$ cat config.mk
export PLATFORM = sky130hd
export DESIGN_NAME = touch_tap_gesture_classifier
export DESIGN_NICKNAME = d
export VERILOG_FILES = /design/src/rtl/core/ttg_pkg.sv /design/src/rtl/core/ttg_cfg_regs.sv /design/src/rtl/core/ttg_classifier.sv /design/src/rtl/core/touch_tap_gesture_classifier.sv
export VERILOG_INCLUDE_DIRS = /design/src /design/src/rtl/core
export SDC_FILE = /design/constraint.sdc
export NUM_CORES = 1
export LEC_CHECK = 0
export BUFFER_PORTS_ARGS = -buffer_cell sky130_fd_sc_hd__buf_4
export CELL_PAD_IN_SITES_DETAIL_PLACEMENT = 0
export CELL_PAD_IN_SITES_GLOBAL_PLACEMENT = 1
export CORE_MARGIN = 2
export CORE_UTILIZATION = 51
export CTS_BUF_LIST = sky130_fd_sc_hd__clkbuf_2
export CTS_CLUSTER_DIAMETER = 80
export DETAILED_ROUTE_END_ITERATION = 10
export PLACE_DENSITY_LB_ADDON = 0.1
export SYNTH_ARGS = -nofsm -noshare
export SYNTH_HDL_FRONTEND = slang
export SYNTH_SLANG_ARGS = --single-unit
$ cat constraint.sdc
create_clock -name clk -period 6.3 [get_ports clk]
set_input_delay 1.89 -clock clk [delete_from_list [all_inputs] [get_ports clk]]
set_output_delay 1.89 -clock clk [all_outputs]
set_load 0.05 [all_outputs]
$ cat src/rtl/core/touch_tap_gesture_classifier_defines.svh
// Assertion macros for the touch tap gesture classifier.
// The including module must provide the clk and rst signals.
// Define SYNTH to compile the checks away.
`ifndef TOUCH_TAP_GESTURE_CLASSIFIER_DEFINES_SVH
`define TOUCH_TAP_GESTURE_CLASSIFIER_DEFINES_SVH

`ifndef SYNTH
// Checks a property at every clock edge outside reset.
`define TTG_ASSERT(label, prop) \
  label: assert property (@(posedge clk) disable iff (rst) (prop)) \
    else $error("touch tap gesture classifier check failed");
// Checks that a condition in one cycle implies another in the next cycle.
`define TTG_ASSERT_NEXT(label, ante, cons) \
  label: assert property (@(posedge clk) disable iff (rst) (ante) |=> (cons)) \
    else $error("touch tap gesture classifier sequence check failed");
`else
`define TTG_ASSERT(label, prop)
`define TTG_ASSERT_NEXT(label, ante, cons)
`endif

`endif

$ cat src/rtl/core/ttg_pkg.sv
// Shared types and constants for the touch tap gesture classifier.
// No dependencies; imported by every module of the block.
package ttg_pkg;

  localparam int SAMPLE_W    = 8;
  localparam int COUNT_W     = 6;
  localparam int CFG_INDEX_W = 3;
  localparam int CFG_DATA_W  = 8;

  typedef logic [SAMPLE_W-1:0]    sample_t;
  typedef logic [COUNT_W-1:0]     count_t;
  typedef logic [CFG_INDEX_W-1:0] cfg_index_t;
  typedef logic [CFG_DATA_W-1:0]  cfg_data_t;

  // Tick counter saturates at its all-ones value.
  localparam count_t COUNT_MAX = '1;

  // Configuration register indexes.
  localparam cfg_index_t REG_CONTACT_THRESHOLD = 3'd0;
  localparam cfg_index_t REG_REST_THRESHOLD    = 3'd1;
  localparam cfg_index_t REG_DOUBLE_TAP_ENABLE = 3'd2;
  localparam cfg_index_t REG_PRESS_LIMIT       = 3'd3;
  localparam cfg_index_t REG_HOLD_MINIMUM      = 3'd4;
  localparam cfg_index_t REG_DOUBLE_WINDOW     = 3'd5;

  // Register values after reset.
  localparam sample_t RST_CONTACT_THRESHOLD = 8'd0;
  localparam sample_t RST_REST_THRESHOLD    = 8'd255;
  localparam logic    RST_DOUBLE_TAP_ENABLE = 1'b1;
  localparam count_t  RST_PRESS_LIMIT       = 6'd18;
  localparam count_t  RST_HOLD_MINIMUM      = 6'd14;
  localparam count_t  RST_DOUBLE_WINDOW     = 6'd6;

  // Event codes reported once per sample.
  typedef enum logic [1:0] {
    GEST_NONE   = 2'd0,
    GEST_TAP    = 2'd1,
    GEST_DOUBLE = 2'd2,
    GEST_HOLD   = 2'd3
  } gesture_t;

  // Current configuration as seen by the classifier.
  typedef struct packed {
    sample_t contact_threshold;
    sample_t rest_threshold;
    logic    double_tap_enable;
    count_t  press_limit;
    count_t  hold_minimum;
    count_t  double_window;
  } cfg_t;

endpackage

$ cat src/rtl/core/ttg_cfg_regs.sv
// Configuration register file of the touch tap gesture classifier.
// Depends on ttg_pkg for register indexes, reset values and cfg_t.
module ttg_cfg_regs
  import ttg_pkg::*;
(
  input  logic       clk,
  input  logic       rst,
  input  logic       wr_en,
  input  cfg_index_t wr_index,
  input  cfg_data_t  wr_data,
  output cfg_t       cfg
);

  // Decode one register write per word; unknown indexes are dropped.
  always_ff @(posedge clk) begin
    if (rst) begin
      cfg.contact_threshold <= RST_CONTACT_THRESHOLD;
      cfg.rest_threshold    <= RST_REST_THRESHOLD;
      cfg.double_tap_enable <= RST_DOUBLE_TAP_ENABLE;
      cfg.press_limit       <= RST_PRESS_LIMIT;
      cfg.hold_minimum      <= RST_HOLD_MINIMUM;
      cfg.double_window     <= RST_DOUBLE_WINDOW;
    end else if (wr_en) begin
      case (wr_index)
        REG_CONTACT_THRESHOLD: cfg.contact_threshold <= wr_data[SAMPLE_W-1:0];
        REG_REST_THRESHOLD:    cfg.rest_threshold    <= wr_data[SAMPLE_W-1:0];
        REG_DOUBLE_TAP_ENABLE: cfg.double_tap_enable <= wr_data[0];
        REG_PRESS_LIMIT:       cfg.press_limit       <= wr_data[COUNT_W-1:0];
        REG_HOLD_MINIMUM:      cfg.hold_minimum      <= wr_data[COUNT_W-1:0];
        REG_DOUBLE_WINDOW:     cfg.double_window     <= wr_data[COUNT_W-1:0];
        default: ;
      endcase
    end
  end

endmodule

$ cat src/rtl/core/ttg_classifier.sv
// Gesture state machine: press and wait phases with a saturating tick counter.
// Depends on ttg_pkg; produces one event per processed sample.
module ttg_classifier
  import ttg_pkg::*;
(
  input  logic     clk,
  input  logic     rst,
  input  logic     step,
  input  sample_t  sample,
  input  cfg_t     cfg,
  output gesture_t gesture
);

  typedef enum logic [1:0] {
    PH_IDLE  = 2'd0,
    PH_PRESS = 2'd1,
    PH_WAIT  = 2'd2
  } phase_t;

  phase_t  phase, phase_next;
  count_t  tick_count, tick_count_next;
  sample_t previous_sample;
  count_t  bumped;

  // Saturating increment of the tick counter.
  assign bumped = (tick_count == COUNT_MAX) ? tick_count : tick_count + count_t'(1);

  // Next phase, counter and event for the sample being processed.
  always_comb begin
    phase_next      = phase;
    tick_count_next = tick_count;
    gesture         = GEST_NONE;
    case (phase)
      PH_PRESS: begin
        tick_count_next = bumped;
        if (!(sample < cfg.contact_threshold && bumped <= cfg.press_limit)) begin
          tick_count_next = '0;
          if (bumped > cfg.hold_minimum) begin
            gesture    = GEST_HOLD;
            phase_next = PH_IDLE;
          end else if (cfg.double_tap_enable) begin
            phase_next = PH_WAIT;
          end else begin
            gesture    = GEST_TAP;
            phase_next = PH_IDLE;
          end
        end
      end
      PH_WAIT: begin
        tick_count_next = bumped;
        if (!(sample > cfg.rest_threshold && bumped <= cfg.double_window)) begin
          tick_count_next = '0;
          gesture    = (bumped > cfg.double_window) ? GEST_TAP : GEST_DOUBLE;
          phase_next = PH_IDLE;
        end
      end
      default: begin
        phase_next = PH_IDLE;
        if (previous_sample > cfg.rest_threshold && sample < cfg.contact_threshold) begin
          phase_next      = PH_PRESS;
          tick_count_next = '0;
        end
      end
    endcase
  end

  // State advances only when a sample moves on to the result register.
  always_ff @(posedge clk) begin
    if (rst) begin
      phase           <= PH_IDLE;
      tick_count      <= '0;
      previous_sample <= '0;
    end else if (step) begin
      phase           <= phase_next;
      tick_count      <= tick_count_next;
      previous_sample <= sample;
    end
  end

endmodule

$ cat src/rtl/core/touch_tap_gesture_classifier.sv
// Top level of the touch tap gesture classifier.
// Depends on ttg_pkg, ttg_cfg_regs, ttg_classifier and the assertion macro header.
//
// Usage:
//   Sample channel: sample_valid, sample_stall, touch_sample. One word per poll tick;
//   a word is taken at a rising edge with sample_valid high and sample_stall low.
//   Event channel: event_valid, event_stall, gesture_event. Every sample yields
//   exactly one event word (none, tap, double tap or hold), in sample order.
//   Configuration: cfg_valid, cfg_ready, cfg_index, cfg_data. cfg_ready is always
//   high; writes take effect in the next cycle and must be issued while the block is idle.
//   Path: a taken sample waits in the input register until the classifier step
//   moves it into the event register, which then offers its event word.
//   Throughput: one sample per cycle while no event word is stalled, set by the single
//   classifier step between the input register and the event register.
//   Stall: while event_stall holds a waiting word, one more sample fits in the
//   input register; after that sample_stall rises until the event word is taken.
//   Reset (rst, synchronous): both registers empty, gesture state idle, previous
//   sample zero, configuration at its default values.
`include "touch_tap_gesture_classifier_defines.svh"

module touch_tap_gesture_classifier
  import ttg_pkg::*;
(
  input  logic       clk,
  input  logic       rst,
  input  logic       sample_valid,
  output logic       sample_stall,
  input  sample_t    touch_sample,
  output logic       event_valid,
  input  logic       event_stall,
  output logic [1:0] gesture_event,
  input  logic       cfg_valid,
  output logic       cfg_ready,
  input  cfg_index_t cfg_index,
  input  cfg_data_t  cfg_data
);

  cfg_t     cfg;
  logic     s1_valid;
  sample_t  s1_sample;
  logic     out_free;
  logic     step;
  gesture_t gesture;

  // Configuration register file.
  assign cfg_ready = 1'b1;

  ttg_cfg_regs u_cfg_regs (
    .clk      (clk),
    .rst      (rst),
    .wr_en    (cfg_valid && cfg_ready),
    .wr_index (cfg_index),
    .wr_data  (cfg_data),
    .cfg      (cfg)
  );

  // Flow control between the input register and the event register.
  assign out_free     = !event_valid || !event_stall;
  assign step         = s1_valid && out_free;
  assign sample_stall = s1_valid && !out_free;

  // Input register.
  always_ff @(posedge clk) begin
    if (rst) begin
      s1_valid <= 1'b0;
    end else if (!sample_stall) begin
      s1_valid <= sample_valid;
    end
    if (!sample_stall && sample_valid) begin
      s1_sample <= touch_sample;
    end
  end

  // Gesture classifier.
  ttg_classifier u_classifier (
    .clk     (clk),
    .rst     (rst),
    .step    (step),
    .sample  (s1_sample),
    .cfg     (cfg),
    .gesture (gesture)
  );

  // Event register.
  always_ff @(posedge clk) begin
    if (rst) begin
      event_valid <= 1'b0;
    end else if (out_free) begin
      event_valid <= s1_valid;
    end
    if (step) begin
      gesture_event <= gesture;
    end
  end

  // Checks on the internal pipeline and the register file.
  `TTG_ASSERT(a_stall_needs_held_word, !sample_stall || s1_valid)
  `TTG_ASSERT_NEXT(a_step_fills_event, step, event_valid)
  `TTG_ASSERT_NEXT(a_held_word_stays, s1_valid && !step, s1_valid && $stable(s1_sample))
  `TTG_ASSERT_NEXT(a_contact_write, cfg_valid && cfg_ready && cfg_index == REG_CONTACT_THRESHOLD,
                   cfg.contact_threshold == $past(cfg_data))

endmodule
## Word level (Yosys, flattened, before mapping)

Cells that the tools add are included.

| word-level totals | value |
|---|---|
| register bits | 63 |
| bits of input ports | 24 |
| output and inout bits | 5 |

| cells by class | value |
|---|---|
| add/sub/neg operators | 1 |
| order comparisons | 7 |
| equality and inequality tests | 10 |
| muxes and demuxes | 17 |
| reductions and logical operators | 21 |

Operator list:

| operator | number |
|---|---|
| $mux W6 | 4 |
| $gt A8 B8 Y1 | 2 |
| $mux W2 | 8 |
| $reduce_and A2 Y1 | 7 |
| $gt A6 B6 Y1 | 2 |
| $le A6 B6 Y1 | 2 |
| $pmux W6 S2 | 1 |
| $lt A8 B8 Y1 | 1 |
| $pmux W2 S2 | 2 |
| $add A6 B1 Y6 const B | 1 |
| $eq A3 B2 Y1 const B | 2 |
| $eq A3 B3 Y1 const B | 2 |
| $eq A6 B6 Y1 const B | 1 |
| $logic_and A1 B1 Y1 | 6 |
| $logic_not A1 Y1 | 4 |
| $ne A2 B2 Y1 const B | 2 |
| $eq A3 B1 Y1 const B | 1 |
| $logic_not A3 Y1 | 1 |
| $reduce_and A3 Y1 | 1 |
| $reduce_bool A3 Y1 | 1 |
| $eq A2 B1 Y1 const B | 1 |
| $eq A2 B2 Y1 const B | 1 |
| $mux W1 | 2 |
| $logic_or A1 B1 Y1 | 1 |

## Logic depth before layout (Yosys ltp)

Gate-level depths: netlist of run 1.

| logic depth | value |
|---|---|
| word-level depth | 6 |
| mapped depth | 12 |

## Hierarchy

A second synthesis of run 1 with hierarchy kept.

| unflattened totals | value |
|---|---|
| cell total of the unflattened synthesis | 395 |
| area, all modules | 3,691.0 um^2 |

Modules (own cells, without submodules):

| module | times used | cells an instance | area each (um^2) |
|---|---|---|---|
| ttg_classifier | 1 | 236 | 1,861.8 |
| ttg_cfg_regs | 1 | 137 | 1,431.4 |
| touch_tap_gesture_classifier | 1 | 22 | 397.9 |

## Worst setup path before layout of run 1

OpenSTA, ideal clock, no wires.

| timing path | value |
|---|---|
| path type | input port to output port |
| start | input event_stall |
| end | output sample_stall |
| arrival | 2.371 ns |
| data required time | 4.410 ns |
| path slack | 2.039 ns |
| stages on the path | 1 |
| path buffers | 0 |
| cell sequence | and3_1 |

| between the ends | value |
|---|---|
| longest elaborated chain between the ends | 4 |

Ends and longest elaborated chain:

| what | RTL line | RTL |
|---|---|---|
| from (decl) | touch_tap_gesture_classifier.sv:30 | `input logic event_stall,` |
| $logic_not A1 Y1 | touch_tap_gesture_classifier.sv:58 | `assign out_free = !event_valid \|\| !event_stall;` |
| $logic_or A1 B1 Y1 | touch_tap_gesture_classifier.sv:58 |  |
| $logic_not A1 Y1 | touch_tap_gesture_classifier.sv:60 | `assign sample_stall = s1_valid && !out_free;` |
| $logic_and A1 B1 Y1 | touch_tap_gesture_classifier.sv:60 |  |
| to (decl) | touch_tap_gesture_classifier.sv:27 | `output logic sample_stall,` |

No other way between the ends.

## Worst setup path in the final report of run 1

Same ends and word-level chain as after synthesis.

==> results of run 1 <==
[state kept, by name (all words and copies together), names as in the netlist]
name,flops
u_classifier.previous_sample,8
u_classifier.tick_count,6
s1_sample,8
event_valid,1
gesture_event,2
u_cfg_regs.cfg,35
s1_valid,1
u_classifier.phase,2
[through the flow]
stage / hold WS [ns] / cells / cell area (sq um)
5_1_grt: 0.489 / 506 / 3880
4_1_cts: 0.470 / 506 / 3880
3_3_place_gp: 0.444 / 490 / 3760
6_report: 0.469 / 506 / 3880
2_1_floorplan: 0.436 / 394 / 3500
3_5_place_dp: 0.448 / 490 / 3760
[power by group through the flow]
stage               Combinational (mW)  Clock (mW)  Sequential [mW]
global placement                0.0779           0            0.438
floorplan                       0.0486           0            0.438
finish                          0.0797       0.249            0.430
detailed placement              0.0798           0            0.438
CTS                             0.0802       0.257            0.430
global route                    0.0897       0.278            0.432
[worst paths after layout]
kind | start | to | slack (ns)
worst max-delay path | event_stall | sample_stall | 2.01
worst max register to register | u_classifier.tick_count[0] | u_classifier.tick_count[0] | 3.07
worst min-delay path | u_cfg_regs.cfg[33] | u_cfg_regs.cfg[33] | 0.47
worst min register to register | u_cfg_regs.cfg[33] | u_cfg_regs.cfg[33] | 0.47
[layer usage]
| metal | up-vias | global-route usage, % | part of all wire, % | routed length [microns] |
|---|---|---|---|---|
| met2 | 51 | 35.1 | 46 | 3620 |
| met4 | 0 | 9.52 | 2.1 | 164 |
| met1 | 1315 | 29.7 | 47 | 3690 |
| li1 | 1440 | - | - | - |
| met5 | - | 0 | 0 | 0 |
| met3 | 16 | 5.14 | 5.0 | 390 |
[tightest hold or removal path, delay by kind of cell, from the launching register on]
| family | cells | cell delay, ns |
|---|---|---|
| DFF | 1 | 0.35 |
| and+or+nand+nor | 1 | 0.05 |
| AOI/OAI and AO/OA | 1 | 0.05 |
[cell families (layout without fill, tap and decap cells)]
group                      count (synthesis)  after routing  synth area share (%)
muxes                                     19             19                  5.44
DFF                                       63             63                  38.9
other                                      1              1                 0.107
and+or+nand+nor                          130            130                  17.9
adders and majority gates                 41             41                  14.7
AOI/OAI and AO/OA                         80             80                  16.3
xor gates and xnor gates                   1              1                 0.250
buffers and inverters                     59             91                  6.44
[synth_stat cells, drive strengths merged, types with 5 or more instances]
cell	n	area [sq um]
nand2	64	240
dfxtp	53	1060
inv	47	176
ha	41	513
a21oi	29	149
nor2	24	90.1
mux2i	19	190
edfxtp	10	300
o211ai	10	75.1
clkbuf	9	33.8
o21ai	7	35.0
a21o	5	37.5
and3	5	36.3
o32ai	5	51.3
[cell type report]
class	instances	share of cell area (%)
tap	80	2.58
inverter	47	4.55
sequential	63	35.1
clock inverter	6	1.61
multi-input combinational	272	49.4
clock buffer	10	1.29
timing repair buffer	28	5.42
==> impl_metrics.py, run 1 <==
metrics = {
    "run_status": {
        "status": "complete, no violations",
    },
    "detailed_routing": {
        "drtAntennaViolNets": 0,
        "drcViolationCount": 0,
        "wl_per_cell_microns": 15.5,
        "drt_iter0_drc": 100,
        "routed_wl_mm": 7.86,
        "drtPass1Iterations": 4,
        "vias_per_cell": 5.58,
        "vias": 2822,
    },
    "pwr": {
        "power_density_mw_per_mm2": 196,
        "finalPower_mw": 0.759,
        "p_sw_mw": 0.212,
        "p_leak_nw": 1.82,
        "swShare_pct": 27.9,
        "internal_power_mw": 0.547,
        "ir_drop_v": 0.000132,
        "p_clk_share_pct": 32.8,
        "p_seq_share_pct": 56.7,
        "p_comb_share_pct": 10.5,
    },
    "die": {
        "die_h_microns": 86.8,
        "start_util_pct": 52.1,
        "fp.dieW_microns": 86.8,
        "core_sq_mm": 0.00672,
        "core.rowCount": 30,
        "dieArea_sq_mm": 0.00754,
        "io_pins": 29,
    },
    "critical_path": {
        "worst-path-stages": 3,
        "ff2ff_path_depth": 11,
        "cp_slowest_cell": "and3_1",
        "critPathMaxFanout": 3,
        "cp_slowest_stage_delay_ns": 0.20,
        "path_buf_inv": 2,
        "crit_family": "buffers and inverters",
        "required_ns": 4.41,
        "cp-start-kind": "input port",
        "critPathArrivalTime_ns": 2.40,
        "critPathCaptureType": "primary output",
        "path_common_cell": "buf_4",
        "crit_chain": "buf_4, and3_1, buf_4",
        "path_class": "input port to primary output",
    },
    "cts": {
        "cts_tree": "built",
        "ctsHoldBuffers": 0,
        "clk_pin_slew_ns": 0.19,
        "cts_buffers": 9,
        "clock_latency_ns": 0.49,
        "cts_resized": 0,
        "cts.htree.levels": 3,
        "cts_buffer_depth": 2,
        "cts_root_buf": "clkbuf_2",
        "cts_sinks": 63,
        "post_cts.repair.setup_buffers": 0,
    },
    "timing": {
        "max_freq_ghz": 0.233,
        "finalCritPeriodShare_pct": 68.1,
        "maxSlewHeadroom_pct": 37.3,
        "drv_slew": 0,
        "rsz0062_at_grt": "no",
        "setup_slack_ns": 2.01,
        "fin_worst_skew_ns": 0.0344,
        "hold_viol_final": 0,
        "period_minus_slack_ns": 4.29,
        "worst_pin_slew_ns": 0.936,
        "tns_ns": 0,
        "setup_violations": 0,
    },
    "grt": {
        "antenna_found_initial": 0,
        "grt_max_degree": 33,
        "grt_pass1_wl_mm": 12.8,
        "grt_pass1_vias": 2552,
        "grt_usage_pct": 22.5,
        "grt_overflow": 0,
    },
    "worst_hold_path": {
        "hp-class": "flip-flop to flip-flop",
        "holdPathStages": 2,
    },
    "final_layout": {
        "seqCellArea_sq_mm": 0.00136,
        "area_growth_pct": 10.8,
        "final_common_cell": "nand2_1",
        "fillers": 665,
        "final_core_util_pct": 57.7,
        "drive_gt1_share_pct": 12.9,
        "n_antenna_cell": 0,
        "final_cell_mix": "nand2_1 (64), dfxtp_1 (53), inv_1 (47), ha_1 (41)",
        "multi_input_area_sq_mm": 0.00192,
        "nets": 486,
    },
    "synthesis": {
        "synth_edf_count": 10,
        "synth_nets": 459,
        "ys_types": 54,
        "avgSynthCellArea_sq_um": 8.88,
        "synth_seq_area_share_pct": 38.9,
        "ys_warn_count": 0,
        "syn_area_sq_mm": 0.00350,
        "ys.flop_type": "dfxtp_1",
        "synthCells": 394,
        "ys_ff_latch": 63,
        "synth-async-reset-ratio_pct": 0,
    },
    "placement": {
        "dpl.hpwl_mm": 5.83,
        "numPortBuffers": 27,
        "routabilityCongestion": 0.848,
        "place_ws_ns": 2.01,
    },
    "run": {
        "cap_violations": 0,
    },
}
No activity file was read; power rests on OpenSTA's default activity.
==> run 2, diff against run 1 <==
--- a/config.mk
+++ b/config.mk
@@ -10,7 +10,7 @@
 export CELL_PAD_IN_SITES_DETAIL_PLACEMENT = 0
 export CELL_PAD_IN_SITES_GLOBAL_PLACEMENT = 1
 export CORE_MARGIN = 2
-export CORE_UTILIZATION = 51
+export CORE_UTILIZATION = 43
 export CTS_BUF_LIST = sky130_fd_sc_hd__clkbuf_2
 export CTS_CLUSTER_DIAMETER = 80
 export DETAILED_ROUTE_END_ITERATION = 10
==> constraint.sdc (replaced) <==
create_clock -name clk -period 3.45 [get_ports clk]
set_input_delay 1.035 -clock clk [delete_from_list [all_inputs] [get_ports clk]]
set_output_delay 1.035 -clock clk [all_outputs]
set_load 0.05 [all_outputs]
==> run 2 against run 1 <==
- non-clock buffer count increased by 4
- register-to-register slack got worse by 2.8 ns
- design area increased by 2.8%
- sequential power increased by 83%
- global-route usage decreased by 2.1 points
- total power increased by 100%
- count of clock-buffer cells in the layout decreased by 1
- clock power increased by 140%
- final cell count increased by 5.1%
- sequential share of layout area decreased by 0.97 points
- die area increased by 18%
- first-iteration DRC count increased by 26%
==> impl_metrics.py, run 2 (synthesis results as in run 1) <==
metrics = {
    "run_status": {
        "status": "complete, no violations",
    },
    "detailed_routing": {
        "met1_length_mm": 4.24,
        "drtPass1Iterations": 5,
        "routed_wl_mm": 8.24,
        "drtAntennaViolNets": 0,
        "wl_per_cell_microns": 15.5,
        "drcViolationCount": 0,
        "vias": 2826,
        "dr.max_layer_used": "met4",
        "drt_iter0_drc": 126,
        "wl_met2_mm": 3.59,
        "wl_met3_microns": 299,
        "vias_per_cell": 5.31,
    },
    "die": {
        "fp.dieW_microns": 94.2,
        "die_h_microns": 94.2,
        "core.rowCount": 32,
        "core_sq_mm": 0.00781,
        "io_pins": 29,
        "start_util_pct": 44.8,
        "dieArea_sq_mm": 0.00887,
    },
    "placement": {
        "numPortBuffers": 27,
        "place_inst": 516,
        "placed_area_sq_mm": 0.00382,
        "place_ws_ns": 0.376,
        "dpl.hpwl_mm": 6.09,
        "routabilityCongestion": 0.844,
    },
    "cts": {
        "cts_buffers": 9,
        "clk_pin_slew_ns": 0.18,
        "clock_latency_ns": 0.50,
        "cts_resized": 0,
        "cts_sinks": 63,
        "post_cts.repair.setup_buffers": 0,
        "cts_buffer_depth": 2,
        "cts.htree.levels": 3,
        "ctsHoldBuffers": 0,
        "cts_tree": "built",
        "cts_root_buf": "clkbuf_2",
    },
    "timing": {
        "fin_worst_skew_ns": 0.0165,
        "rsz0062_at_grt": "no",
        "finalCritPeriodShare_pct": 91.2,
        "setup_violations": 0,
        "hold_ws_ns": 0.468,
        "tns_ns": 0,
        "worst_pin_slew_ns": 0.679,
        "drv_slew": 0,
        "max_freq_ghz": 0.318,
        "maxSlewHeadroom_pct": 54.6,
        "period_minus_slack_ns": 3.15,
        "setup_slack_ns": 0.302,
        "hold_viol_final": 0,
    },
    "critical_path": {
        "cp_slowest_stage_delay_ns": 0.45,
        "critPathMaxFanout": 6,
        "crit_chain": "ha_1, nand2_1, nor2_1, mux2i_1, inv_1, ha_1, and2_1, nand2_1, or4_4, o221a_4, or3_1, a21oi_1",
        "required_ns": 3.78,
        "path_buf_inv": 1,
        "cp_slowest_cell": "dfxtp_1",
        "ff2ff_path_depth": 12,
        "critPathCaptureType": "flip-flop",
        "critPathArrivalTime_ns": 3.47,
        "r2r_slack_ns": 0.30,
        "r2r-start": "u_classifier.tick_count[0]",
        "path_class": "flip-flop to flip-flop",
        "crit_family": "simple AND/OR/NAND/NOR gates",
        "cp-start-kind": "flip-flop",
        "r2r-end": "gesture_event[1]",
    },
    "grt": {
        "grt_usage_pct": 20.3,
        "antenna_found_initial": 0,
        "grt_pass1_vias": 2684,
        "grt_overflow": 0,
        "grt_max_degree": 33,
        "grt_pass1_wl_mm": 13.6,
    },
    "final_layout": {
        "final_area_sq_mm": 0.00399,
        "area_growth_pct": 14.0,
        "final_cells": 532,
        "final_common_cell": "nand2_1",
        "largest_register_ffs": 35,
        "final_cell_mix": "nand2_1 (64), dfxtp_1 (53), inv_1 (47), ha_1 (41), buf_4 (32)",
        "n_antenna_cell": 0,
        "drive_gt1_share_pct": 13.5,
        "final_core_util_pct": 51.1,
        "regMostFlops": "u_cfg_regs.cfg",
        "reg_top3": "u_cfg_regs.cfg (35), s1_sample (8), u_classifier.previous_sample (8)",
        "nets": 490,
    },
    "pwr": {
        "finalPower_mw": 1.54,
        "p_leak_nw": 1.86,
        "power_density_mw_per_mm2": 386,
        "ir_drop_v": 0.000210,
    },
    "worst_hold_path": {
        "hold_start": "u_cfg_regs.cfg[31]",
        "hp-class": "flip-flop to flip-flop",
        "holdPathStages": 2,
        "whs_endpoint": "u_cfg_regs.cfg[31]",
    },
    "run": {
        "cap_violations": 0,
    },
}
run 2: how the worst max path moves through the flow:
stage                               start                          to  slack, ns  cells past startpoint
6_report       u_classifier.tick_count[0]            gesture_event[1]       0.30                     12
5_1_grt        u_classifier.tick_count[0]  u_classifier.tick_count[4]       0.10                     12
4_1_cts        u_classifier.tick_count[0]            gesture_event[1]       0.32                     12
3_5_place_dp   u_classifier.tick_count[0]            gesture_event[1]       0.38                     12
3_3_place_gp   u_classifier.tick_count[0]            gesture_event[1]       0.41                     12
2_1_floorplan  u_classifier.tick_count[0]            gesture_event[1]       0.72                     12
run 2: worst register-to-register path, delay by kind of cell (launching register included):
kind / cells / cell delay, ns
AO/OA/AOI/OAI: 2 / 0.37
buffers and inverters: 1 / 0.11
flip-flops: 1 / 0.45
adder cells (fa/ha/maj): 2 / 0.53
multiplexers: 1 / 0.26
AND/OR/NAND/NOR: 6 / 1.25
run 2: cell type report:
class                           instances  area (sq um)
Fill cell                             779          3820
Multi-Input combinational cell        272          1920
Sequential cell                        63          1360
Timing Repair Buffer                   32           240
Inverter                               47           176
Tap cell                              102           128
Clock inverter                          7           120
Clock buffer                            9          45.0
run 2: routing by layer:
| metal | vias to the layer above | track usage, % |
|---|---|---|
| li1 | 1448 | - |
| met1 | 1308 | 30.3 |
| met2 | 61 | 29.8 |
| met3 | 9 | 2.97 |
| met4 | 0 | 6.88 |
| met5 | - | 0 |
run 2: where the power goes:
group	total, mW	internal, mW	leakage (nW)	switching [mW]
registers	0.786	0.770	0.528	0.0156
clock network	0.605	0.315	0.0941	0.290
logic	0.150	0.0619	1.24	0.0882
